==> config.mk <==
export PLATFORM = sky130hd
export DESIGN_NAME = rf_key_press_hold_engine
export DESIGN_NICKNAME = d
export VERILOG_FILES = /design/src/hdl/rfk_pkg.sv /design/src/hdl/rfk_front.sv /design/src/hdl/rfk_queue.sv /design/src/hdl/rfk_serialiser.sv /design/src/hdl/rf_key_press_hold_engine.sv
export SDC_FILE = /design/constraint.sdc
export NUM_CORES = 1
export LEC_CHECK = 0
export BUFFER_PORTS_ARGS = -buffer_cell sky130_fd_sc_hd__buf_2
export CAP_MARGIN = 25
export CORE_UTILIZATION = 40
export CTS_CLUSTER_DIAMETER = 40
export CTS_CLUSTER_SIZE = 24
export DETAILED_ROUTE_END_ITERATION = 7
export PLACE_DENSITY = 0.67
export SYNTH_ARGS = -nofsm -noshare
export SYNTH_HDL_FRONTEND = slang
export SYNTH_HIERARCHICAL = 1
export SYNTH_SLANG_ARGS = --single-unit
==> constraint.sdc <==
create_clock -name clk_i -period 7.19 [get_ports clk_i]
set_input_delay 1.0785 -clock clk_i [delete_from_list [all_inputs] [get_ports clk_i]]
set_output_delay 1.0785 -clock clk_i [all_outputs]
set_load 0.02 [all_outputs]
==> src/hdl/rfk_pkg.sv <==
package rfk_pkg;

  // Fixed field and register widths
  localparam int unsigned CodeW    = 8;
  localparam int unsigned KeyW     = 2;
  localparam int unsigned KindW    = 2;
  localparam int unsigned SustainW = 8;
  localparam int unsigned HoldW    = 10;
  localparam int unsigned RepeatW  = 8;
  localparam int unsigned DebW     = 4;
  localparam int unsigned CfgIdxW  = 8;
  localparam int unsigned CfgDataW = 10;
  localparam int unsigned MaxEvents = 3;
  localparam int unsigned CntW     = 2;

  // Register indexes
  localparam logic [CfgIdxW-1:0] REG_SUSTAIN    = 8'd0;
  localparam logic [CfgIdxW-1:0] REG_HOLD_START = 8'd1;
  localparam logic [CfgIdxW-1:0] REG_REPEAT     = 8'd2;
  localparam logic [CfgIdxW-1:0] REG_DEBOUNCE   = 8'd3;

  // Register reset values
  localparam logic [SustainW-1:0] SUSTAIN_RST    = 8'd20;
  localparam logic [HoldW-1:0]    HOLD_START_RST = 10'd100;
  localparam logic [RepeatW-1:0]  REPEAT_RST     = 8'd30;
  localparam logic [DebW-1:0]     DEBOUNCE_RST   = 4'd1;

  // Event kinds
  localparam logic [KindW-1:0] EVT_PRESS   = 2'd0;
  localparam logic [KindW-1:0] EVT_RELEASE = 2'd1;
  localparam logic [KindW-1:0] EVT_HOLD    = 2'd2;

  // Keys
  localparam logic [KeyW-1:0] KEY_UP    = 2'd0;
  localparam logic [KeyW-1:0] KEY_DOWN  = 2'd1;
  localparam logic [KeyW-1:0] KEY_POWER = 2'd2;
  localparam logic [KeyW-1:0] KEY_MODE  = 2'd3;

  typedef struct packed {
    logic            hit;
    logic [KeyW-1:0] key;
  } key_slot_t;

  typedef struct packed {
    logic [KeyW-1:0]  key;
    logic [KindW-1:0] kind;
  } event_t;

  // Events produced by one tick, in order ev[0] .. ev[cnt-1]
  typedef struct packed {
    logic [CntW-1:0]             cnt;
    event_t [MaxEvents-1:0]      ev;
  } bundle_t;

  // Map a raw remote code to a key; anything else is noise
  function automatic key_slot_t code_to_key(input logic [CodeW-1:0] code);
    key_slot_t ks;
    ks.hit = 1'b1;
    ks.key = KEY_UP;
    case (code)
      8'h04, 8'h2E: ks.key = KEY_UP;
      8'h05, 8'h4C: ks.key = KEY_DOWN;
      8'h1A, 8'h5B: ks.key = KEY_POWER;
      8'h01, 8'h3D: ks.key = KEY_MODE;
      default:      ks.hit = 1'b0;
    endcase
    return ks;
  endfunction

endpackage

==> src/hdl/rfk_front.sv <==
module rfk_front (
  input  logic                            clk_i,
  input  logic                            rst_ni,
  input  logic                            cfg_valid_i,
  input  logic [rfk_pkg::CfgIdxW-1:0]     cfg_index_i,
  input  logic [rfk_pkg::CfgDataW-1:0]    cfg_data_i,
  input  logic                            tick_i,
  input  logic                            packet_valid_i,
  input  logic [rfk_pkg::CodeW-1:0]       packet_code_i,
  output logic                            push_o,
  output rfk_pkg::bundle_t                bundle_o
);

  logic [rfk_pkg::SustainW-1:0] sustain_cfg_q;
  logic [rfk_pkg::HoldW-1:0]    hold_cfg_q;
  logic [rfk_pkg::RepeatW-1:0]  repeat_cfg_q;
  logic [rfk_pkg::DebW-1:0]     deb_cfg_q;

  logic [rfk_pkg::SustainW-1:0] sustain_q, sustain_d;
  logic [rfk_pkg::HoldW-1:0]    held_q, held_d;
  logic [rfk_pkg::RepeatW-1:0]  rtimer_q, rtimer_d;
  rfk_pkg::key_slot_t           active_q, active_d;
  logic [rfk_pkg::DebW-1:0]     hits_q, hits_d;
  rfk_pkg::key_slot_t           dkey_q, dkey_d;

  rfk_pkg::bundle_t             bundle;

  // Configuration registers; unknown indexes are ignored
  always_ff @(posedge clk_i or negedge rst_ni) begin
    if (!rst_ni) begin
      sustain_cfg_q <= rfk_pkg::SUSTAIN_RST;
      hold_cfg_q    <= rfk_pkg::HOLD_START_RST;
      repeat_cfg_q  <= rfk_pkg::REPEAT_RST;
      deb_cfg_q     <= rfk_pkg::DEBOUNCE_RST;
    end else if (cfg_valid_i) begin
      case (cfg_index_i)
        rfk_pkg::REG_SUSTAIN:    sustain_cfg_q <= cfg_data_i[rfk_pkg::SustainW-1:0];
        rfk_pkg::REG_HOLD_START: hold_cfg_q    <= cfg_data_i[rfk_pkg::HoldW-1:0];
        rfk_pkg::REG_REPEAT:     repeat_cfg_q  <= cfg_data_i[rfk_pkg::RepeatW-1:0];
        rfk_pkg::REG_DEBOUNCE:   deb_cfg_q     <= cfg_data_i[rfk_pkg::DebW-1:0];
        default: ;
      endcase
    end
  end

  // Classify the tick and work out the next key state and its events
  always_comb begin
    rfk_pkg::key_slot_t ks;
    logic [rfk_pkg::CntW-1:0] n;
    ks         = rfk_pkg::code_to_key(packet_code_i);
    n          = '0;
    sustain_d  = sustain_q;
    held_d     = held_q;
    rtimer_d   = rtimer_q;
    active_d   = active_q;
    hits_d     = hits_q;
    dkey_d     = dkey_q;
    bundle.ev  = '0;

    if (packet_valid_i) begin
      if (ks.hit) begin
        // debounce: count repeats of the same key, restart on another
        if (dkey_q.hit && dkey_q.key == ks.key) begin
          if (hits_q < deb_cfg_q) hits_d = hits_q + 1'b1;
        end else begin
          dkey_d = ks;
          hits_d = rfk_pkg::DebW'(1);
        end
        if (hits_d >= deb_cfg_q) begin
          if (!active_q.hit) begin
            active_d = ks;
            held_d   = '0;
            rtimer_d = '0;
            bundle.ev[n] = '{key: ks.key, kind: rfk_pkg::EVT_PRESS};
            n = n + 1'b1;
          end else if (ks.key != active_q.key) begin
            bundle.ev[n] = '{key: active_q.key, kind: rfk_pkg::EVT_RELEASE};
            n = n + 1'b1;
            active_d = ks;
            held_d   = '0;
            rtimer_d = '0;
            bundle.ev[n] = '{key: ks.key, kind: rfk_pkg::EVT_PRESS};
            n = n + 1'b1;
          end
        end
        sustain_d = sustain_cfg_q;
      end else begin
        // noise clears the debounce
        hits_d = '0;
        dkey_d = '0;
      end
    end

    // Advance the held key or release it on timeout
    if (active_d.hit) begin
      if (sustain_d != '0) begin
        sustain_d = sustain_d - 1'b1;
        if (held_d < hold_cfg_q) held_d = held_d + 1'b1;
        if (held_d >= hold_cfg_q) begin
          if (rtimer_d != '1) rtimer_d = rtimer_d + 1'b1;
          if (rtimer_d >= repeat_cfg_q) begin
            rtimer_d = '0;
            bundle.ev[n] = '{key: active_d.key, kind: rfk_pkg::EVT_HOLD};
            n = n + 1'b1;
          end
        end
      end else begin
        hits_d = '0;
        dkey_d = '0;
        bundle.ev[n] = '{key: active_d.key, kind: rfk_pkg::EVT_RELEASE};
        n = n + 1'b1;
        active_d = '0;
        held_d   = '0;
      end
    end
    bundle.cnt = n;
  end

  // Key state advances once per accepted tick
  always_ff @(posedge clk_i or negedge rst_ni) begin
    if (!rst_ni) begin
      sustain_q <= '0;
      held_q    <= '0;
      rtimer_q  <= '0;
      active_q  <= '0;
      hits_q    <= '0;
      dkey_q    <= '0;
    end else if (tick_i) begin
      sustain_q <= sustain_d;
      held_q    <= held_d;
      rtimer_q  <= rtimer_d;
      active_q  <= active_d;
      hits_q    <= hits_d;
      dkey_q    <= dkey_d;
    end
  end

  // Queue only ticks that raise events
  assign push_o   = tick_i && (bundle.cnt != '0);
  assign bundle_o = bundle;

endmodule

==> src/hdl/rfk_queue.sv <==
module rfk_queue #(
  parameter int unsigned Depth = 2
) (
  input  logic             clk_i,
  input  logic             rst_ni,
  input  logic             push_i,
  input  rfk_pkg::bundle_t push_data_i,
  output logic             full_o,
  output logic             empty_o,
  input  logic             pop_i,
  output rfk_pkg::bundle_t head_o
);

  localparam int unsigned PtrW = (Depth > 1) ? $clog2(Depth) : 1;
  localparam int unsigned FillW = $clog2(Depth + 1);
  localparam logic [PtrW-1:0]  LastPtr = PtrW'(Depth - 1);
  localparam logic [FillW-1:0] FullCnt = FillW'(Depth);

  rfk_pkg::bundle_t   mem_q [Depth];
  logic [PtrW-1:0]    wr_ptr_q, rd_ptr_q;
  logic [FillW-1:0]   fill_q;

  assign full_o  = (fill_q == FullCnt);
  assign empty_o = (fill_q == '0);
  assign head_o  = mem_q[rd_ptr_q];

  // Store requests
  always_ff @(posedge clk_i) begin
    if (push_i) mem_q[wr_ptr_q] <= push_data_i;
  end

  // Advance pointers and fill count
  always_ff @(posedge clk_i or negedge rst_ni) begin
    if (!rst_ni) begin
      wr_ptr_q <= '0;
      rd_ptr_q <= '0;
      fill_q   <= '0;
    end else begin
      if (push_i) wr_ptr_q <= (wr_ptr_q == LastPtr) ? '0 : wr_ptr_q + 1'b1;
      if (pop_i)  rd_ptr_q <= (rd_ptr_q == LastPtr) ? '0 : rd_ptr_q + 1'b1;
      if (push_i && !pop_i)      fill_q <= fill_q + 1'b1;
      else if (pop_i && !push_i) fill_q <= fill_q - 1'b1;
    end
  end

endmodule

==> src/hdl/rfk_serialiser.sv <==
module rfk_serialiser (
  input  logic                        clk_i,
  input  logic                        rst_ni,
  input  logic                        empty_i,
  input  rfk_pkg::bundle_t            head_i,
  output logic                        pop_o,
  output logic                        out_valid_o,
  input  logic                        out_ready_i,
  output logic [rfk_pkg::KeyW-1:0]    key_id_o,
  output logic [rfk_pkg::KindW-1:0]   event_kind_o,
  output logic                        last_o
);

  logic [rfk_pkg::CntW-1:0] idx_q;
  logic                     fire;
  rfk_pkg::event_t          ev;

  assign out_valid_o  = !empty_i;
  assign ev           = head_i.ev[idx_q];
  assign key_id_o     = ev.key;
  assign event_kind_o = ev.kind;
  assign last_o       = (idx_q == head_i.cnt - 1'b1);
  assign fire         = out_valid_o && out_ready_i;
  assign pop_o        = fire && last_o;

  // Step through the events of the head request
  always_ff @(posedge clk_i or negedge rst_ni) begin
    if (!rst_ni) begin
      idx_q <= '0;
    end else if (fire) begin
      idx_q <= last_o ? '0 : idx_q + 1'b1;
    end
  end

endmodule

==> src/hdl/rf_key_press_hold_engine.sv <==
// Remote key engine: each input request is one 10 ms tick with an optional
// received code; the block debounces the code, tracks the active key and
// emits press, release and hold-repeat events, up to three per tick, with
// last set on the final event of a tick. A tick is taken every cycle while
// the event queue (QueueDepth ticks deep) has room; ticks that raise no event
// use no queue space. The output side delivers one event per cycle while
// out_ready_i is high, so a tick's events, at most three, take the result
// channel one after another; the output serialiser sets the sustained rate.
// Registers: 0 sustain ticks, 1 hold start ticks, 2 repeat ticks, 3 debounce
// count; a write is always taken and unknown indexes are ignored.
module rf_key_press_hold_engine #(
  parameter int unsigned QueueDepth = 2
) (
  input  logic                            clk_i,
  input  logic                            rst_ni,
  input  logic                            cfg_valid_i,
  output logic                            cfg_ready_o,
  input  logic [rfk_pkg::CfgIdxW-1:0]     cfg_index_i,
  input  logic [rfk_pkg::CfgDataW-1:0]    cfg_data_i,
  input  logic                            in_valid_i,
  output logic                            in_ready_o,
  input  logic                            packet_valid_i,
  input  logic [rfk_pkg::CodeW-1:0]       packet_code_i,
  output logic                            out_valid_o,
  input  logic                            out_ready_i,
  output logic [rfk_pkg::KeyW-1:0]        key_id_o,
  output logic [rfk_pkg::KindW-1:0]       event_kind_o,
  output logic                            last_o
);

  logic             full, empty, push, pop, tick;
  rfk_pkg::bundle_t push_data, head;

  assign cfg_ready_o = 1'b1;
  assign in_ready_o  = !full;
  assign tick        = in_valid_i && in_ready_o;

  rfk_front u_front (
    .clk_i          (clk_i),
    .rst_ni         (rst_ni),
    .cfg_valid_i    (cfg_valid_i),
    .cfg_index_i    (cfg_index_i),
    .cfg_data_i     (cfg_data_i),
    .tick_i         (tick),
    .packet_valid_i (packet_valid_i),
    .packet_code_i  (packet_code_i),
    .push_o         (push),
    .bundle_o       (push_data)
  );

  rfk_queue #(
    .Depth (QueueDepth)
  ) u_queue (
    .clk_i       (clk_i),
    .rst_ni      (rst_ni),
    .push_i      (push),
    .push_data_i (push_data),
    .full_o      (full),
    .empty_o     (empty),
    .pop_i       (pop),
    .head_o      (head)
  );

  rfk_serialiser u_serialiser (
    .clk_i        (clk_i),
    .rst_ni       (rst_ni),
    .empty_i      (empty),
    .head_i       (head),
    .pop_o        (pop),
    .out_valid_o  (out_valid_o),
    .out_ready_i  (out_ready_i),
    .key_id_o     (key_id_o),
    .event_kind_o (event_kind_o),
    .last_o       (last_o)
  );

endmodule
# Word-level counts from Yosys, hierarchy flattened
# Memory sizes are Yosys's and may differ from the RTL's.
# Index checks and enable logic that the tools add are counted.
[totals]
ram_bits = 28
regBits = 72
n_memories = 1
[op_classes]
eq_ne = 16
n_lt_le_gt_ge = 8
mux = 81
addsub = 11
reduce_logical = 25
[mem_list]
columns = ["name", "depth", "width", "read_ports", "rd_ports_with_merged_regs", "write_ports", "line_no", "rtl"]
rows = [
  ["u_queue.mem_q", 2, 14, 1, 0, 1, "rfk_queue.sv:19", "rfk_pkg::bundle_t mem_q [Depth];"],
]
[op_table]
columns = ["op", "n"]
rows = [
  ["two-way mux 8 bit", 21],
  ["two-way mux 10 bit", 10],
  ["two-way mux 12 bit", 4],
  ["two-way mux 4 bit", 12],
  ["two-way mux 3 bit", 11],
  ["two-way mux 2 bit", 13],
  ["bitwise mux 12 bit", 2],
  ["equality test 8 x 1 -> 1 bit (second input constant)", 2],
  ["equality test 8 x 2 -> 1 bit (second input constant)", 2],
  ["equality test 8 x 3 -> 1 bit (second input constant)", 2],
  ["equality test 8 x 6 -> 1 bit (second input constant)", 2],
  ["equality test 8 x 7 -> 1 bit (second input constant)", 2],
  ["adder 10 x 1 -> 10 bit (second input constant)", 1],
  ["greater-or-equal comparator 10 bit", 1],
  ["less-than comparator 10 bit", 1],
  ["adder 8 x 1 -> 8 bit (second input constant)", 1],
  ["binary-select mux 4 bit (select 2 bit)", 1],
  ["demux 4 bit (select 2 bit)", 1],
  ["equality test 8 x 5 -> 1 bit (second input constant)", 1],
  ["greater-or-equal comparator 8 bit", 1],
  ["logical AND 1 bit", 8],
  ["zero test 8 bit", 1],
  ["inequality test 8 bit (second input constant)", 1],
  ["AND reduction 2 bit", 4],
  ["20 further kinds", 36],
]

# Longest topological paths before layout
# Gate-level depths: netlist (run 1).
[depth]
ltp_word = 31
ltp_mapped = 38
mapped_depth_nobuf = 36

# Cells and area by module
# Netlist (run 1), hierarchy kept.
[modules_own_cells]
columns = ["mod", "instances", "seq_area_each_um2", "cells_each", "area_per_inst_um2"]
rows = [
  ["rfk_front", 1, 1664.1, 556, 5161.2],
  ["rfk_queue", 1, 940.9, 60, 1249.9],
  ["rfk_serialiser", 1, 50.0, 31, 240.2],
  ["rf_key_press_hold_engine", 1, 0.0, 4, 21.3],
]

# Worst setup path before layout (run 1)
# OpenSTA, ideal clock, no wires.
[synth_timing]
kind = "in2reg"
from = "input port packet_code_i[6] (netlist bit)"
to = "memory u_queue/mem_q[0][0] (netlist bit) (enable)"
cell_stages = 34
slack_ns = -1.334
required_time_ns = 6.804
path_buffers = 3
t_arrival_ns = 8.138
cell_sequence = "clkbuf_2 > nor4b_1 > o21ai_0 > nand2_1 > xnor2_1 > nand3_1 > nor3_1 > ha_1 > nand2b_1 > a21o_1 > a21o_1 > a21oi_1 > a311oi_4 > buf_4 > buf_6 > nor2_1 > ha_1 > a21o_1 > nand3_1 > a21oi_1 > a2111oi_4 > nand4_1 > or3b_2 > xnor2_1 > ha_1 > inv_1 > o21ai_0 > a41oi_1 > o31ai_1 > and2_1 > nand2b_1 > o31ai_1 > a21oi_1 > nor2b_1"
[synth_between]
elab_chain_cells = 26
word_cells_on_any_way = 64
cone_classes = "add/sub: 3; order compare: 4; eq/ne: 11; mux: 38; reduce/logical: 8"
[synth_rtl]
columns = ["element", "line_no", "rtl"]
rows = [
  ["from (decl)", "rf_key_press_hold_engine.sv:23", "input logic [rfk_pkg::CodeW-1:0] packet_code_i,"],
  ["equality test 8 x 1 -> 1 bit, or another cell as far along", "rfk_pkg.sv:60", "case (code)"],
  ["OR reduction 2 bit", "--", ""],
  ["one-hot mux 2 bit (3 select lines)", "rfk_pkg.sv:60", ""],
  ["equality test 2 bit", "rfk_front.sv:63", "if (dkey_q.hit && dkey_q.key == ks.key) begin"],
  ["logical AND 1 bit", "rfk_front.sv:63", ""],
  ["two-way mux 4 bit", "rfk_front.sv:63", ""],
  ["two-way mux 4 bit", "rfk_front.sv:61", "if (ks.hit) begin"],
  ["two-way mux 4 bit", "rfk_front.sv:60", "if (packet_valid_i) begin"],
  ["[... 11 more ...]", "--", ""],
  ["two-way mux 2 bit", "rfk_front.sv:99", "if (held_d >= hold_cfg_q) begin"],
  ["two-way mux 2 bit", "rfk_front.sv:96", "if (sustain_d != '0) begin"],
  ["two-way mux 2 bit (*)", "rfk_front.sv:95", "if (active_d.hit) begin"],
  ["nonzero test 2 bit (*)", "rfk_front.sv:139", "assign push_o = tick_i && (bundle.cnt != '0);"],
  ["logical AND 1 bit (*)", "rfk_front.sv:139", ""],
  ["net push", "rf_key_press_hold_engine.sv:31", "logic full, empty, push, pop, tick;"],
  ["two-way mux 1 bit (*)", "rfk_queue.sv:29", "if (push_i) mem_q[wr_ptr_q] <= push_data_i;"],
  ["two-way mux 1 bit (implied by the code) (*)", "rfk_queue.sv:29", ""],
  ["to (decl)", "rfk_queue.sv:19", ""],
]
# Mark *: on every way through the listed nets, which the timed path passes. The rest lies on a longest branch. The select of a mux whose other input is x is not followed.

# Worst setup path after layout (run 1)
[layout_timing]
from = "input port packet_code_i[7] (netlist bit)"
to = "register u_queue.fill_q[1]"
[layout_between]
elab_chain_cells = 27
word_cells_on_any_way = 67
cone_classes = "add/sub: 3; order compare: 4; eq/ne: 11; mux: 37; reduce/logical: 12"
[layout_rtl]
columns = ["element", "line_no", "rtl"]
rows = [
  ["equality test 8 x 1 -> 1 bit, or another cell as far along", "rfk_pkg.sv:60", ""],
  ["OR reduction 2 bit", "--", ""],
  ["one-hot mux 2 bit (3 select lines)", "rfk_pkg.sv:60", ""],
  ["equality test 2 bit", "rfk_front.sv:63", ""],
  ["logical AND 1 bit", "rfk_front.sv:63", ""],
  ["two-way mux 4 bit", "rfk_front.sv:63", ""],
  ["two-way mux 4 bit", "rfk_front.sv:61", ""],
  ["two-way mux 4 bit", "rfk_front.sv:60", ""],
  ["[... 12 more ...]", "--", ""],
  ["two-way mux 2 bit", "rfk_front.sv:96", ""],
  ["two-way mux 2 bit (*)", "rfk_front.sv:95", ""],
  ["nonzero test 2 bit (*)", "rfk_front.sv:139", ""],
  ["logical AND 1 bit (*)", "rfk_front.sv:139", ""],
  ["net push", "rf_key_press_hold_engine.sv:31", ""],
  ["zero test 1 bit", "rfk_queue.sv:42", "else if (pop_i && !push_i) fill_q <= fill_q - 1'b1;"],
  ["logical AND 1 bit", "rfk_queue.sv:42", ""],
  ["nonzero test 2 bit (no line)", "--", ""],
  ["to (signal assigned)", "rfk_queue.sv:41", "if (push_i && !pop_i) fill_q <= fill_q + 1'b1;"],
  ["to (signal assigned)", "rfk_queue.sv:42", ""],
  ["to (decl)", "rfk_queue.sv:21", "logic [FillW-1:0] fill_q;"],
]
# Marks and branches as above.
# A chain may end at the register's enable or synchronous reset.

==> results of run 1 <==
## cell families after synthesis
family | after synthesis | synth area share [%]
xor gates and xnor gates | 28 | 3.68
and+or+nand+nor | 197 | 15.6
other | 1 | 0.0562
adders and majority gates | 44 | 8.25
DFF | 100 | 39.8
AOI/OAI and AO/OA | 152 | 17.0
muxes | 65 | 11.2
buffers and inverters | 64 | 4.43
## timing repair
action                     in CTS  in global routing
setup endpoints to repair       0                 52
resized for setup               0                 35
setup buffers                   0                  6
## through the flow
step | total power [mW] | TNS (ns) | setup slack (ns) | cells | hold WS, ns
2_1_floorplan | 1.30 | -5.75 | -0.215 | 651 | 0.451
3_3_place_gp | 1.51 | -1.28 | -0.107 | 922 | 0.461
3_5_place_dp | 1.53 | -6.72 | -0.222 | 922 | 0.479
4_1_cts | 2.07 | 0 | 0.144 | 938 | 0.496
5_1_grt | 2.22 | -5.21 | -0.212 | 946 | 0.511
6_report | 2.09 | 0 | 0.146 | 946 | 0.501
## metal layers
| layer | up-vias | GRT usage [%] | wire (um) |
|---|---|---|---|
| li1 | 2569 | - | - |
| met1 | 2536 | 25.3 | 7510 |
| met2 | 156 | 30.4 | 7550 |
| met3 | 15 | 3.59 | 720 |
| met4 | 0 | 6.60 | 228 |
| met5 | - | 0 | 0 |
## Yosys cell counts (3+ instances only)
| library cell | n |
|---|---|
| a22o_1 | 8 |
| and2_1 | 11 |
| xnor2_1 | 19 |
| a32o_1 | 8 |
| a21oi_1 | 26 |
| a41oi_1 | 3 |
| o2bb2ai_1 | 3 |
| edfxtp_1 | 28 |
| dfstp_2 | 10 |
| o21a_1 | 7 |
| nor2b_1 | 9 |
| ha_1 | 44 |
| nand3b_1 | 4 |
| buf_2 | 6 |
| nor2_1 | 46 |
| a221o_1 | 3 |
| buf_6 | 3 |
| mux2_2 | 38 |
| nor4b_1 | 4 |
| o31ai_1 | 7 |
| nor4_1 | 5 |
| o211ai_1 | 4 |
| o21ai_0 | 36 |
| xor2_1 | 9 |
| or3_1 | 6 |
| nand4_1 | 13 |
| and3_1 | 14 |
| clkbuf_1 | 11 |
| dfrtp_1 | 62 |
| nor3_1 | 8 |
| nand2_1 | 41 |
| a21oi_2 | 3 |
| nand3_1 | 18 |
| o2111ai_1 | 3 |
| inv_1 | 38 |
| mux2i_1 | 17 |
| a21o_1 | 13 |
| nand2b_1 | 5 |
| mux2_4 | 10 |
## area by class of cell
cell class	count	area [um^2]	share of cell area, %
Multi-Input combinational cell	487	3960	49.6
Sequential cell	100	2660	33.3
Timing Repair Buffer	87	629	7.89
Tap cell	216	270	3.39
Clock buffer	10	239	2.99
Inverter	40	150	1.88
Clock inverter	6	77.6	0.972
## registers in the layout, indices dropped and copies added, names as in the netlist, 4 cells and up
register and count:
u_front/deb_cfg_q 4, u_front/held_q 10, u_front/hits_q 4, u_front/hold_cfg_q 10
u_front/repeat_cfg_q 8, u_front/rtimer_q 8, u_front/sustain_cfg_q 8, u_front/sustain_q 8
u_queue/mem_q 28
## worst max-delay path: cells and delay by family
family                     cells  cell delay, ns
buffers and inverters          2            0.34
xor gates and xnor gates       4            0.58
and+or+nand+nor               13            2.21
AOI/OAI and AO/OA             13            2.27
adders and majority gates      4            0.83
## worst max path at each step
| stage | startpoint | endpoint | slack (ns) |
|---|---|---|---|
| finish | packet_code_i[7] | u_queue/fill_q[1]$_DFFE_PN0P_ | 0.15 |
| CTS | packet_code_i[5] | u_queue/fill_q[1]$_DFFE_PN0P_ | 0.14 |
| floorplan | packet_code_i[6] | u_queue/mem_q[0][0]$_DFFE_PP_ | -0.22 |
| global route | packet_code_i[0] | u_queue/fill_q[1]$_DFFE_PN0P_ | -0.21 |
| detailed placement | packet_code_i[5] | u_queue/fill_q[1]$_DFFE_PN0P_ | -0.22 |
| global placement | packet_code_i[1] | u_queue/fill_q[1]$_DFFE_PN0P_ | -0.11 |
## power groups by stage
stage	registers, mW	logic (mW)	clock network, mW
detailed placement	0.765	0.768	0
global placement	0.762	0.744	0
CTS	0.755	0.774	0.537
global route	0.769	0.893	0.554
finish	0.757	0.812	0.520
floorplan	0.703	0.598	0
==> run summary, run 1 <==
worst r2r dst - u_queue/fill_q[1]$_DFFE_PN0P_
CTS tree - yes
worst slew pin tran - 0.847 ns
CTS buffer count - 9
CTS max path bufs - 2
worst hold path type - flip-flop to flip-flop
Post-Syn Instances - 651
final setup fails - 0
post-route cell area - 7980 um^2
chip height - 131 um
number of global-route vias before repair - 5179
vias post-DR - 5276
Core Box Area - 16100 um^2
share of layout cells above drive strength 1 - 29.6%
Die Span X - 131 um
Crit Path Category - input pin to flip-flop
Syn Std Cell Area - 6670 um^2
per-cell routed wire length - 16.9 um
Routed WL - 16000 um
Critical Path Fanout Max - 6
synth warn - 6
prevailing post-synth register cell - dfrtp_1
Leak - 3.39 nW
# fillers - 1449
# DRC - 0
Synth area leaders - dfrtp_1 23%, edfxtp_1 13%, ha_1 8.3%
#FFs+latches synth - 100
PwrDens - 262 nW/um^2
io pins - 40
Final nets - 801
row count - 46
synthesized area per cell - 10.2 um^2
switching power - 0.753 mW
GPL Wtd Cong - 0.922
Distinct cells, synth - 76
sequential cell area fraction in the yosys report - 39.8%
Peak Freq - 142 MHz
Synth top area share - 23.3%
number of H-tree levels - 3
Die ar. - 17200 um^2
DRT antenna net count - 0
post-DR vias/cell - 5.58
first-pass GRT wire length - 26200 um
RR Startpoint - u_front/hits_q[1]$_DFFE_PN0P_
startpoint types - input pin
Critical-path top delay cell - or4b_4
first-pass iteration count of the detailed router - 5
DP Area - 7420 um^2
antenna violations before repair - 0
Hold Startpoint - u_queue/fill_q[1]$_DFFE_PN0P_
largest net degree at the start of global routing - 73
sequential share of power - 36.2%
Max VDD drop - 230 uV
CTS root buf - clkbuf_16
Post-synth EDFFs - 28
Sw Ratio - 36.1%
fin crit period - 7.04 ns
Sink Count - 100
R2R cell count - 35
total global-route track usage - 18.9%
Hold Crit Depth - 1
dpl hpwl - 11800 um
combinational share of power - 38.9%
Fin. Hold Viols - 0
clock latency on the worst-skew pair - 0.36 ns
Clock power frac - 24.9%
final number of max-transition violations - 0
commonest non-fill, non-tap cell in the layout - dfrtp_1
Congestion Overflow GR - 0
max incr delay on CP - 0.55 ns
IO buf count - 38
Worst-path clk slew - 0.07 ns
Final Skew - 0.00864 ns
status - complete, no violations
Initial Util - 41.6%
hold path endpoint - u_queue/fill_q[1]$_DFFE_PN0P_
Area Growth Syn to Fin - 19.6%
hold buffers post-CTS - 0
Int Pwr - 1.34 mW
Reg2Reg Setup Slack - 0.20 ns
period utilisation layout - 98.0%
Core Util, Final - 49.7%
CP endpoint kind - flip-flop
RSZ-0062 raised after global routing - true
post-synth top area cell - dfrtp_1
max_cap viols - 0
most frequent cells in the layout - 62 x dfrtp_1, 46 x buf_4, 43 x ha_1
CP required - 7.47 ns
crit path DAT - 7.32 ns
DR iter-0 viols - 418
Slew HR - 43.5%
share of async-settable or async-resettable flops after synthesis - 72.0%
diodes inserted - 0
Synthesized Nets - 727
Note: power is estimated with default switching activity, not from simulation.
==> inputs of run 2 (changes only) <==
--- a/config.mk
+++ b/config.mk
@@ -7,11 +7,11 @@
 export LEC_CHECK = 0
 export BUFFER_PORTS_ARGS = -buffer_cell sky130_fd_sc_hd__buf_2
 export CAP_MARGIN = 25
-export CORE_UTILIZATION = 40
+export CORE_UTILIZATION = 55
 export CTS_CLUSTER_DIAMETER = 40
 export CTS_CLUSTER_SIZE = 24
 export DETAILED_ROUTE_END_ITERATION = 7
-export PLACE_DENSITY = 0.67
+export PLACE_DENSITY = 0.85
 export SYNTH_ARGS = -nofsm -noshare
 export SYNTH_HDL_FRONTEND = slang
 export SYNTH_HIERARCHICAL = 1
==> run 2 against run 1 <==
Against the previous run:
- worst hold slack better by 0.0023 ns
- via count is 3.2% higher
- critical endpoint is now u_queue/mem_q[0][0]$_DFFE_PP_
- clock power down 8.5%
- clock-buffer cell count decreased by 1
- utilization rose by 17 points
- the flow now finishes with violations (design-rule violations)
- global-route usage rose by 7.6 points
- fmax decreased by 0.34%
- non-clock buffer count is 7 lower
==> run summary, run 2 (synthesis gave the netlist of run 1 again) <==
chip height - 112 um (was 131 um)
worst hold path type - flip-flop to flip-flop (unchanged)
CP endpoint kind - flip-flop (unchanged)
largest net degree at the start of global routing - 73 (unchanged)
failing checks - design-rule violations
final setup fails - 0 (unchanged)
Placed Instances - 842 (was 922)
Max VDD drop - 231 uV (was 230 uV)
first-pass GRT wire length - 26600 um (was 26200 um)
share of layout cells above drive strength 1 - 29.2% (was 29.6%)
max_cap viols - 0 (unchanged)
IO buf count - 38 (unchanged)
worst slew pin tran - 0.938 ns (was 0.847 ns)
CTS max path bufs - 2 (unchanged)
Fin. Hold Viols - 0 (unchanged)
CTS tree - yes (unchanged)
post-DR vias/cell - 6.29 (was 5.58)
period utilisation layout - 98.3% (was 98.0%)
Final Skew - 0.0107 ns (was 0.00864 ns)
most used cell, CP - a21o_1
PwrDens - 264 nW/um^2 (was 262 nW/um^2)
max incr delay on CP - 0.55 ns (about the same)
Congestion Overflow GR - 0 (unchanged)
max reg flops - 28 (unchanged)
Core Util, Final - 67.2% (was 49.7%)
final number of max-transition violations - 0 (unchanged)
# fillers - 882 (was 1449)
RSZ-0062 raised after global routing - true (unchanged)
Final nets - 794 (was 801)
Sink Count - 100 (unchanged)
fin crit period - 7.07 ns (was 7.04 ns)
Leak - 3.32 nW (was 3.39 nW)
Die ar. - 12600 um^2 (was 17200 um^2)
Top Registers - u_queue/mem_q (28), u_front/held_q (10), u_front/hold_cfg_q (10) (unchanged)
Routed WL - 16200 um (was 16000 um)
clock latency on the worst-skew pair - 0.36 ns (about the same)
diodes inserted - 0 (unchanged)
Initial Util - 57.5% (was 41.6%)
Slew HR - 37.4% (was 43.5%)
Power, Total - 2.06 mW (was 2.09 mW)
vias post-DR - 5443 (was 5276)
DRT antenna net count - 0 (unchanged)
most frequent cells in the layout - 62 x dfrtp_1, 43 x buf_4, 40 x ha_1 (was 62 x dfrtp_1, 46 x buf_4, 43 x ha_1)
commonest non-fill, non-tap cell in the layout - dfrtp_1 (unchanged)
CTS root buf - clkbuf_16 (unchanged)
GPL Wtd Cong - 0.952 (was 0.922)
crit path DAT - 7.15 ns (was 7.32 ns)
CP required - 7.27 ns (was 7.47 ns)
number of global-route vias before repair - 5338 (was 5179)
row count - 39 (was 46)
Area Growth Syn to Fin - 16.9% (was 19.6%)
Peak Freq - 141 MHz (was 142 MHz)
io pins - 40 (unchanged)
# DRC - 3 (was 0)
Critical-path top delay cell - a311oi_4 (was or4b_4)
status - finished, violations left (was complete, no violations)
Critical Path Fanout Max - 7 (was 6)
dpl hpwl - 11800 um (about the same)
Crit Path Category - input pin to flip-flop (unchanged)
antenna violations before repair - 0 (unchanged)
Worst-path clk slew - 0.07 ns (about the same)
Die Span X - 112 um (was 131 um)
first-pass iteration count of the detailed router - 7 (was 5)
total global-route track usage - 26.5% (was 18.9%)
number of H-tree levels - 3 (unchanged)
startpoint types - input pin (unchanged)
hold buffers post-CTS - 0 (unchanged)
DR iter-0 viols - 496 (was 418)
Core Box Area - 11600 um^2 (was 16100 um^2)
per-cell routed wire length - 18.7 um (was 16.9 um)
Fin Hold WS - 0.503 ns (was 0.501 ns)
CTS buffer count - 9 (unchanged)
Largest Register - u_queue/mem_q (unchanged)
Finished Layout Cells - 866 (was 946)
run 2: changes by cell type in the layout (fill, tap and decap cells not counted), sizes merged:
cell	delta
bufinv	-1
buf	-7
inv	-1
clkbuf	-1
clkinv	+3
run 2: final cells by class:
| cell class | count | area, um^2 | share of cell area [%] |
|---|---|---|---|
| multi-input combinational | 487 | 3950 | 50.6 |
| sequential | 100 | 2660 | 34.0 |
| timing repair buffer | 80 | 574 | 7.36 |
| clock buffer | 9 | 225 | 2.89 |
| tap | 143 | 179 | 2.29 |
| inverter | 40 | 150 | 1.92 |
| clock inverter | 7 | 70.1 | 0.898 |
run 2: through the flow:
step	cell area [um^2]	worst slack [ns]	TNS (ns)
after floorplan	6800	-0.215	-5.75
after global placement	7280	0.0196	0
after detailed placement	7280	-0.262	-7.56
after CTS	7580	0.0813	0
after global routing	7800	-0.228	-4.53
final	7800	0.122	0
run 2: final timing paths:
path,startpoint,end,slack (ns),cells after the start
min in group asynchronous,rst_ni,u_front/dkey_q[1]$_DFFE_PN0P_,0.95,2
hold reg to reg,u_front/dkey_q[2]$_DFFE_PN0P_,u_front/dkey_q[2]$_DFFE_PN0P_,0.50,1
max in group asynchronous,rst_ni,u_front/hold_cfg_q[0]$_DFFE_PN0P_,5.63,2
hold / removal,u_front/dkey_q[2]$_DFFE_PN0P_,u_front/dkey_q[2]$_DFFE_PN0P_,0.50,1
setup / recovery,packet_code_i[2],u_queue/mem_q[0][0]$_DFFE_PP_,0.12,33
setup reg to reg,u_front/hits_q[1]$_DFFE_PN0P_,u_queue/mem_q[0][0]$_DFFE_PP_,0.23,32
run 2: worst max-delay path, delay by kind of cell:
kind / cells / cell delay (ns)
compound gates: 12 / 2.38
fa+ha+maj: 3 / 0.73
simple gates: 13 / 2.31
xor+xnor: 2 / 0.26
buf+inv: 3 / 0.38
run 2: routing by layer:
layer / global-route usage [%] / routed length, um / vias to the layer above
met5: 0 / 0 / -
met4: 7.56 / 279 / 0
met3: 3.40 / 848 / 33
li1: - / - / 2551
met1: 35.8 / 7090 / 2647
met2: 45.1 / 7960 / 212
run 2: report_power, final:
part / leakage [nW] / internal, mW / switching (mW)
Sequential: 1.15 / 0.655 / 0.106
Combinational: 2.03 / 0.393 / 0.429
Clock: 0.141 / 0.244 / 0.232
run 2: timing repair:
item / 4_1_cts / 5_1_grt
endpoints found under the setup margin: 0 / 50
buffers inserted: 0 / 7
hold endpoints to repair: 0 / 0
gates resized for setup: 0 / 44
==> inputs of run 3 (changes only) <==
--- a/config.mk
+++ b/config.mk
@@ -7,12 +7,12 @@
 export LEC_CHECK = 0
 export BUFFER_PORTS_ARGS = -buffer_cell sky130_fd_sc_hd__buf_2
 export CAP_MARGIN = 25
-export CORE_UTILIZATION = 55
+export CORE_UTILIZATION = 35
+export CTS_BUF_LIST = sky130_fd_sc_hd__clkbuf_4 sky130_fd_sc_hd__clkbuf_8
 export CTS_CLUSTER_DIAMETER = 40
 export CTS_CLUSTER_SIZE = 24
 export DETAILED_ROUTE_END_ITERATION = 7
-export PLACE_DENSITY = 0.85
+export PLACE_DENSITY = 0.62
 export SYNTH_ARGS = -nofsm -noshare
 export SYNTH_HDL_FRONTEND = slang
-export SYNTH_HIERARCHICAL = 1
 export SYNTH_SLANG_ARGS = --single-unit
==> run 3 against run 2 <==
Against the previous run:
- the flow now finishes without violations
- critical endpoint is now u_queue.mem_q[1][9]$_DFFE_PP_
- first-iteration DRC count fell by 41%
- register-to-register slack better by 0.08 ns
- area after synthesis fell by 5.0%
- non-clock buffer count grew 38
- sequential share of layout area down 0.30 points
- critical path depth increased by 1
==> run summary, run 3 <==
status - complete, no violations (was finished, violations left)
Die ar. - 18700 um^2 (was 12600 um^2)
Slew HR - 48.1% (was 37.4%)
#FFs+latches synth - 100 (unchanged)
Reg2Reg Setup Slack - 0.31 ns (was 0.23 ns)
Synth top area share - 24.5% (was 23.3%)
worst hold path type - flip-flop to flip-flop (unchanged)
max reg flops - 28 (unchanged)
Clock power frac - 23.0% (was 23.1%)
Post-synth EDFFs - 28 (unchanged)
Core Util, Final - 45.0% (was 67.2%)
Synthesized Nets - 704 (was 727)
period utilisation layout - 96.9% (was 98.3%)
Core Box Area - 17500 um^2 (was 11600 um^2)
post-synth top area cell - dfrtp_1 (unchanged)
Area Growth Syn to Fin - 24.1% (was 16.9%)
worst slew pin tran - 0.779 ns (was 0.938 ns)
number of global-route vias before repair - 5130 (was 5338)
RR Startpoint - u_front.hits_q[1]$_DFFE_PN0P_ (was u_front/hits_q[1]$_DFFE_PN0P_)
Routed WL - 16200 um (about the same)
max incr delay on CP - 0.32 ns (was 0.55 ns)
critical path endpoint - u_queue.mem_q[1][9]$_DFFE_PP_ (was u_queue/mem_q[0][0]$_DFFE_PP_)
Initial Util - 36.3% (was 57.5%)
Final nets - 813 (was 794)
R2R cell count - 34 (was 32)
DR iter-0 viols - 292 (was 496)
worst r2r dst - u_queue.mem_q[1][9]$_DFFE_PP_ (was u_queue/mem_q[0][0]$_DFFE_PP_)
GPL Wtd Cong - 0.877 (was 0.952)
clock latency on the worst-skew pair - 0.39 ns (was 0.36 ns)
Max VDD drop - 206 uV (was 231 uV)
Congestion Overflow GR - 0 (unchanged)
largest net degree at the start of global routing - 73 (unchanged)
crit path DAT - 7.07 ns (was 7.15 ns)
Hold Crit Depth - 1 (unchanged)
CP required - 7.29 ns (was 7.27 ns)
sequential cell area fraction in the yosys report - 41.9% (was 39.8%)
Crit Path Category - input pin to flip-flop (unchanged)
RSZ-0062 raised after global routing - true (unchanged)
Peak Freq - 144 MHz (was 141 MHz)
Int Pwr - 1.11 mW (was 1.29 mW)
CTS tree - yes (unchanged)
Top Registers - u_queue.mem_q (28), u_front.held_q (10), u_front.hold_cfg_q (10) (was u_queue/mem_q (28), u_front/held_q (10), u_front/hold_cfg_q (10))
final number of max-transition violations - 0 (unchanged)
Die Span X - 137 um (was 112 um)
number of H-tree levels - 3 (unchanged)
CTS max path bufs - 2 (unchanged)
# DRC - 0 (was 3)
Syn Std Cell Area - 6340 um^2 (was 6670 um^2)
final setup fails - 0 (unchanged)
Sink Count - 100 (unchanged)
startpoint types - input pin (unchanged)
Critical Path Fanout Max - 14 (was 7)
Fin Hold WS - 0.496 ns (was 0.503 ns)
post-DR vias/cell - 5.41 (was 6.29)
Final Skew - 0.0118 ns (was 0.0107 ns)
synth cell count leaders - 62 x dfrtp_1, 50 x nand2_1, 46 x nor2_1, 42 x ha_1, 38 x o21ai_0 (was 62 x dfrtp_1, 46 x nor2_1, 44 x ha_1, 41 x nand2_1)
Largest Register - u_queue.mem_q (was u_queue/mem_q)
synthesized area per cell - 10.1 um^2 (was 10.2 um^2)
CP Launch Point - packet_code_i[2] (unchanged)
commonest non-fill, non-tap cell in the layout - buf_4 (was dfrtp_1)
switching power - 0.615 mW (was 0.767 mW)
total global-route track usage - 17.9% (was 26.5%)
IO buf count - 38 (unchanged)
max_cap viols - 0 (unchanged)
CP endpoint kind - flip-flop (unchanged)
diodes inserted - 0 (unchanged)
Leak - 3.43 nW (was 3.32 nW)
row count - 48 (was 39)
first-pass GRT wire length - 25800 um (was 26600 um)
vias post-DR - 5247 (was 5443)
Synth area leaders - dfrtp_1 24%, edfxtp_1 13%, ha_1 8.3% (was dfrtp_1 23%, edfxtp_1 13%, ha_1 8.3%)
most frequent cells in the layout - 77 x buf_4, 62 x dfrtp_1, 46 x nand2_1 (was 62 x dfrtp_1, 43 x buf_4, 40 x ha_1)
share of async-settable or async-resettable flops after synthesis - 72.0% (unchanged)
CTS root buf - clkbuf_8 (was clkbuf_16)
first-pass iteration count of the detailed router - 5 (was 7)
share of layout cells above drive strength 1 - 30.4% (was 29.2%)
antenna violations before repair - 0 (unchanged)
Post-Syn Instances - 630 (was 651)
sequential share of power - 43.5% (was 37.0%)
Sw Ratio - 35.6% (was 37.3%)
Critical-path top delay cell - a211o_1 (was a311oi_4)
setup TNS - 0 ns (unchanged)
chip height - 137 um (was 112 um)
Worst-path clk slew - 0.09 ns (was 0.07 ns)
synth warn - 0 (was 6)
DRT antenna net count - 0 (unchanged)
Distinct cells, synth - 70 (was 76)
prevailing post-synth register cell - dfrtp_1 (unchanged)
hold buffers post-CTS - 0 (unchanged)
per-cell routed wire length - 16.7 um (was 18.7 um)
# fillers - 1649 (was 882)
CTS buffer count - 9 (unchanged)
dpl hpwl - 11900 um (was 11800 um)
count leader, synth - dfrtp_1 (unchanged)
Fin. Hold Viols - 0 (unchanged)
fin crit period - 6.97 ns (was 7.07 ns)
PwrDens - 219 nW/um^2 (was 264 nW/um^2)
io pins - 40 (unchanged)
combinational share of power - 33.5% (was 39.9%)
run 3: cell types whose count changed after synthesis, sizes merged, moves of 7 or more:
cell,change
a21oi,-13
a22o,+9
and2,+7
and3,-8
buf,-9
mux2,-22
nand2,+9
nor3,+10
run 3: logic make-up (layout without fill, tap and decap cells):
group / after synthesis / count (layout) / synth area share, %
xor gates and xnor gates: 27 / 27 / 3.73
other: 1 / 1 / 0.0591
AOI/OAI and AO/OA: 144 / 144 / 16.4
muxes: 47 / 47 / 8.72
and+or+nand+nor: 214 / 215 / 17.6
adders and majority gates: 42 / 42 / 8.29
buffers and inverters: 55 / 168 / 3.31
DFF: 100 / 100 / 41.9
run 3: through the flow:
stage	setup WS, ns	cells	power [mW]	cell area, um^2
finish	0.222	969	1.73	7870
global route	-0.0865	969	1.83	7870
CTS	0.00453	957	1.72	7610
detailed placement	-0.567	940	1.32	7370
global placement	-0.383	940	1.30	7370
floorplan	-0.371	630	1.12	6460
run 3: timing repair:
action	in CTS	in global routing
endpoints found under the setup margin	32	54
buffers inserted	1	9
resized for setup	4	38
pin swaps	1	33
cloned	0	1
run 3: layout make-up:
cell class	instances	area, um^2	area share [%]
multi-input combinational	476	3730	47.4
sequential	100	2660	33.7
timing repair buffer	118	861	10.9
tap	225	282	3.58
inverter	34	128	1.62
clock buffer	9	124	1.57
clock inverter	7	88.8	1.13
run 3: worst max-delay path: cells and delay by family:
family | cells | cell delay [ns]
simple gates | 15 | 2.29
compound gates | 11 | 2.25
xor+xnor | 2 | 0.25
fa+ha+maj | 3 | 0.73
buf+inv | 3 | 0.47
run 3: power groups by stage:
stage	combinational, mW	clock, mW	sequential, mW
floorplan	0.414	0	0.702
global placement	0.542	0	0.755
detailed placement	0.558	0	0.759
CTS	0.561	0.409	0.748
global route	0.637	0.430	0.763
finish	0.578	0.397	0.750
run 3: worst min path at each step:
stage                                          start                                to  slack [ns]
floorplan              u_front.dkey_q[2]$_DFFE_PN0P_     u_front.dkey_q[2]$_DFFE_PN0P_        0.45
global placement       u_front.dkey_q[2]$_DFFE_PN0P_     u_front.dkey_q[2]$_DFFE_PN0P_        0.47
detailed placement  u_front.sustain_q[5]$_DFFE_PN0P_  u_front.sustain_q[5]$_DFFE_PN0P_        0.48
CTS                    u_queue.fill_q[1]$_DFFE_PN0P_     u_queue.fill_q[1]$_DFFE_PN0P_        0.50
global route           u_queue.fill_q[1]$_DFFE_PN0P_     u_queue.fill_q[1]$_DFFE_PN0P_        0.52
finish                 u_queue.fill_q[1]$_DFFE_PN0P_     u_queue.fill_q[1]$_DFFE_PN0P_        0.50
run 3: metal layers:
metal / share of wire [%] / track usage, % / up-vias
met5: 0 / 0 / -
met4: 1.8 / 5.80 / 0
met3: 4.3 / 3.37 / 21
met2: 48 / 29.5 / 120
met1: 46 / 23.6 / 2554
li1: - / - / 2552
